File: src/design/assert_macros.svh
// Assertion macros shared by the slab allocator RTL.
// No dependencies; included by the files that carry assertions.
`ifndef ASSERT_MACROS_SVH
`define ASSERT_MACROS_SVH

// Checks a property on every rising clock edge outside reset.
`define ASSERT_CLK(label, clk, rst, prop, msg) \
   label: assert property (@(posedge clk) disable iff (rst) (prop)) else $error(msg);

// Checks that a condition never holds outside reset.
`define ASSERT_NEVER(label, clk, rst, expr, msg) \
   label: assert property (@(posedge clk) disable iff (rst) !(expr)) else $error(msg);

`endif

File: src/design/scsa_pkg.sv
// Shared types and constants for the size-class slab allocator.
// No dependencies; imported by the controller, the datapath and the top level.
package scsa_pkg;

   localparam int ADDR_W      = 15;     // slot address in 8-byte units
   localparam int LINK_W      = 16;     // valid bit plus next address
   localparam int LINK_DEPTH  = 32768;  // one link per addressable slot
   localparam int SIZE_W      = 8;
   localparam int UNITS_W     = 6;      // rounded unit count, up to 32
   localparam int LIMIT_W     = 7;
   localparam int USED_W      = 7;

   localparam logic [SIZE_W:0]    UNIT_ROUND  = 9'd7;
   localparam logic [LIMIT_W-1:0] LIMIT_RESET = 7'd64;

   localparam logic OP_ALLOC = 1'b0;
   localparam logic OP_FREE  = 1'b1;

   localparam logic [1:0] STATUS_OK       = 2'd0;
   localparam logic [1:0] STATUS_ZERO     = 2'd1;
   localparam logic [1:0] STATUS_OVERSIZE = 2'd2;
   localparam logic [1:0] STATUS_OOM      = 2'd3;

   // Commands from the controller to the datapath.
   typedef struct packed {
      logic accept;         // input beat taken, class lookup issued
      logic pop_read;       // read the link of the popped slot
      logic commit_lookup;  // finish a request that needs no link read
      logic commit_pop;     // finish a free-list pop
   } scsa_cmd_type;

   // Status from the datapath to the controller.
   typedef struct packed {
      logic head_pop;       // looked-up request pops a free slot
      logic out_free;       // result register can take a beat
   } scsa_status_type;

endpackage

File: src/design/scsa_ctrl.sv
// Sequencing state machine of the slab allocator.
// Depends on scsa_pkg and assert_macros.svh.
`include "assert_macros.svh"

module scsa_ctrl
   import scsa_pkg::*;
(
   input  logic            clock,
   input  logic            reset,
   input  logic            req_valid,
   output logic            req_stall,
   input  scsa_status_type status,
   output scsa_cmd_type    cmd
);

   localparam logic [1:0] S_IDLE   = 2'd0;
   localparam logic [1:0] S_LOOKUP = 2'd1;
   localparam logic [1:0] S_POP    = 2'd2;

   logic [1:0] state_ff;
   logic [1:0] state_in;

   always_comb begin
      state_in = state_ff;
      cmd      = '0;
      case (state_ff)
         S_IDLE: begin
            if (req_valid) begin
               cmd.accept = 1'b1;
               state_in   = S_LOOKUP;
            end
         end
         S_LOOKUP: begin
            if (status.head_pop) begin
               cmd.pop_read = 1'b1;
               state_in     = S_POP;
            end else if (status.out_free) begin
               cmd.commit_lookup = 1'b1;
               state_in          = S_IDLE;
            end
         end
         S_POP: begin
            if (status.out_free) begin
               cmd.commit_pop = 1'b1;
               state_in       = S_IDLE;
            end
         end
         default: begin
            state_in = S_IDLE;
         end
      endcase
   end

   always_ff @(posedge clock) begin
      if (reset) begin
         state_ff <= S_IDLE;
      end else begin
         state_ff <= state_in;
      end
   end

   assign req_stall = (state_ff != S_IDLE);

   `ASSERT_CLK(a_cmd_onehot, clock, reset, $onehot0(cmd), "controller issued two commands at once")
   `ASSERT_CLK(a_pop_entry, clock, reset,
      (state_ff == S_POP) |-> ($past(state_ff) == S_LOOKUP || $past(state_ff) == S_POP),
      "pop state entered without a lookup")

endmodule

File: config.mk
export PLATFORM = sky130hd
export DESIGN_NAME = scsa_ctrl
export DESIGN_NICKNAME = d
export VERILOG_FILES = /design/src/design/scsa_pkg.sv /design/src/design/scsa_ctrl.sv
export VERILOG_INCLUDE_DIRS = /design/src /design/src/design
export SDC_FILE = /design/constraint.sdc
export NUM_CORES = 1
export LEC_CHECK = 0
export BUFFER_PORTS_ARGS = -buffer_cell sky130_fd_sc_hd__buf_2
export CORE_AREA = 2 2 39 41
export CTS_BUF_LIST = sky130_fd_sc_hd__clkbuf_8 sky130_fd_sc_hd__clkbuf_16
export CTS_CLUSTER_SIZE = 20
export DETAILED_ROUTE_END_ITERATION = 16
export DIE_AREA = 0 0 41 43
export SYNTH_ARGS = -nofsm -noshare
export SYNTH_HDL_FRONTEND = slang
export SYNTH_SLANG_ARGS = --single-unit
File: constraint.sdc
create_clock -name clock -period 2.56 [get_ports clock]
set_input_delay 0.256 -clock clock [delete_from_list [all_inputs] [get_ports clock]]
set_output_delay 0.256 -clock clock [all_outputs]
set_load 0.02 [all_outputs]
=== Word level (Yosys, flattened, before mapping) ===
Cells that the tools add are included.

* Flip-flop bits (word level): 2
* Input port bits: 5
* Output and inout port bits: 5
* Word-level logic and storage cells: 17

* Eq/ne operators: 3
* Reductions and logical operators: 2
* Mux-type cells: 11

{| class="wikitable"
|+ Operator list
! cell !! number
|-
| $mux W2 || 4
|-
| $mux W1 || 6
|-
| $pmux W2 S3 || 1
|-
| $eq A2 B1 Y1 const B || 1
|-
| $eq A2 B2 Y1 const B || 1
|-
| $logic_not A2 Y1 || 1
|-
| $ne A2 B2 Y1 const B || 1
|-
| $reduce_bool A2 Y1 || 1
|}

=== Logic depth before layout (Yosys ltp) ===
* Depth in word-level cells: 3
* Gate-level depth with buffers: 2
* Depth with buffers taken out: 2

=== Worst setup path before layout ===
Ideal clock, no wire load.

* Path kind: register to output
* Start point: register state_ff[1]
* End point: output cmd[1] (netlist name)
* Buffers on the path: 0
* Slack: 1.249 ns
* Arrival: 1.055 ns
* Stages on the path, launching flop included: 2
* Required time: 2.304 ns
* Cells stage by stage: dfxtp_1 -> nor4bb_1

{| class="wikitable"
|+ RTL lines
! element !! RTL line !! RTL
|-
| from (decl) || scsa_ctrl.sv:20 || <nowiki>logic [1:0] state_ff;</nowiki>
|-
| from (signal assigned) || scsa_ctrl.sv:58 || <nowiki>state_ff <= state_in;</nowiki>
|-
| to (decl) || scsa_ctrl.sv:13 || <nowiki>output scsa_cmd_type cmd</nowiki>
|}

==> flow_summary.toml <==
[outcome]
status = "complete, no violations"

[yosys]
syn_nets = 19
syn_avg_cell_area_um2 = 8.937
synth_cell_type_count = 12
yosys_warnings = 0
synth_seq_area_share = 0.3200
synth_area_um2 = 125.1
yosys_register_bits = 2
syn_inst = 14

[worst_setup_path]
crit_chain = "or2_1, nor2_1, buf_2"
crit_slowest_cell = "dfxtp_1"
critical_path_class = "reg2out"
required_ps = 2300
worstPathArrival_ps = 1030
end_kind = "output pin"
cp_num_buf_inv = 1
slowest_delay_ps = 340
crit_fanout = 7
worstSetupStartpointType = "register"
critPathTopFamily = "flip-flops"

[clocking]
cts-root-buf = "clkbuf_8"
postCtsSetupRepairBufs = 0
htree_levels = 1
ctsHoldBuffers = 0
cts_sinks = 2
cts_buffers = 3
cts_buffer_depth = 2
clk_latency_ps = 210
clk_pin_slew_ps = 30
cts_tree = "built"
cts_resized = 0

[global_routing]
grt_pass1_vias = 141
antenna_found_initial = 0
grt_overflow_total = 0
grt_max_degree = 8
gr-usage-all-layers = 0.05110
grt_pass1_wl_um = 489

[drt]
first_pass_iters = 2
vias_per_cell = 3.476
ant_nets = 0
routed_wl_um = 314
drt_iter0_drc = 2
wl_per_cell_um = 7.476
dr_total_vias = 146
drcViolationCount = 0

[layout]
largest-register = "state_ff"
largest_register_ffs = 2
layout_commonest_cell = "buf_2"
nets = 33
fin_util = 0.1673
top_regs = "state_ff x2"
diodes = 0
final_cell_mix = "buf_2, clkbuf_8, nor2_1, dfxtp_1"
area_growth_pct = 85.00
layout-drive-gt1-share = 0.5000

[power]
leakage_nw = 0.1235
power.density_nw_per_um2 = 773.3
ir_drop_mv = 0.2450

[sta]
worst_slew_pin_slew_ps = 195.2
tns_ps = 0
finalHoldViolations = 0
setup_viol = 0
finalCritPeriodShare = 0.5036
drv_slew = 0
period_needed_ps = 1289
relSlewSlack = 0.8681
rsz0062_at_grt = "false"
fmax_mhz = 775.7
skew_ps = 1.752

[hold_path]
hp-class = "in2reg"

[floorplan]
die_w_um = 41
top_level_ports = 10
die_h_um = 43
start_util = 0.09042
core_region_area_um2 = 1384
rows = 14
dieArea_um2 = 1763

[placed_design]
hpwl_um = 241.5
gp_congestion = 0.5080
port-buffer-count = 9

[job]
cap_violations = 0
## where the power goes
part	switching [mW]	internal, mW
logic	0.0119	0.0101
registers	0.00244	0.0333
clock network	0.0221	0.0992
total	0.0364	0.143
## worst register-to-register path: cells and delay by family, from the launching register on
family             cells  cell delay [ps]
and+or+nand+nor        1              380
AOI/OAI and AO/OA      1              200
DFF                    1              390
## Yosys cell counts
cell,n,area share
nor2_1,2,0.060
or3b_1,1,0.070
inv_1,1,0.030
a211oi_2,1,0.10
nand2_1,1,0.030
dfxtp_1,2,0.32
nor3b_1,1,0.060
nor4bb_1,1,0.080
and3b_1,1,0.070
nand2b_1,1,0.050
o21ba_1,1,0.080
or2_1,1,0.050
## area by class of cell
cell class                      instances  area, µm²
Multi-Input combinational cell         11      81.33
Tap cell                               16      20.02
Sequential cell                         2      40.04
Fill cell                             163       1152
Timing Repair Buffer                    9      45.04
Inverter                                1      3.754
Clock buffer                            3      41.29
## per-stage QoR
stage | setup slack (ps) | power, mW | instance area [µm²] | hold WS (ps) | instances
6_report | 1271 | 0.1790 | 231.5 | 222.6 | 42
5_1_grt | 1161 | 0.1899 | 231.5 | 227.9 | 42
4_1_cts | 1264 | 0.1834 | 231.5 | 220.6 | 42
3_5_place_dp | 1486 | 0.05824 | 190.2 | 439.6 | 39
3_3_place_gp | 1487 | 0.05791 | 190.2 | 436.3 | 39
2_1_floorplan | 1249 | 0.04885 | 125.1 | 320.6 | 14
## routing by layer
layer | track usage | up-vias | part of all wire
li1 | - | 74 | -
met1 | 0.02875 | 63 | 0.36
met2 | 0.06563 | 7 | 0.49
met3 | 0.06283 | 2 | 0.12
met4 | 0.06000 | 0 | 0.019
met5 | 0 | - | 0
## kinds of logic (layout without fill, tap and decap cells)
| kind of cell | Yosys count | count (layout) | share of synthesized area |
|---|---|---|---|
| and+or+nand+nor | 9 | 9 | 0.4701 |
| buffers and inverters | 1 | 13 | 0.02997 |
| DFF | 2 | 2 | 0.3200 |
| AOI/OAI and AO/OA | 2 | 2 | 0.1800 |
## worst paths after layout
kind                                          startpoint                        to  slack [ps]  cells past startpoint
worst min register to register  state_ff[1]$_SDFFE_PP0P_  state_ff[0]$_SDFFE_PP0P_         520                      1
worst max register to register  state_ff[0]$_SDFFE_PP0P_  state_ff[0]$_SDFFE_PP0P_        1510                      2
worst min-delay path                               reset  state_ff[0]$_SDFFE_PP0P_         220                      2
worst max-delay path            state_ff[0]$_SDFFE_PP0P_                    cmd[3]        1270                      3
(Power assumes the default switching activity.)
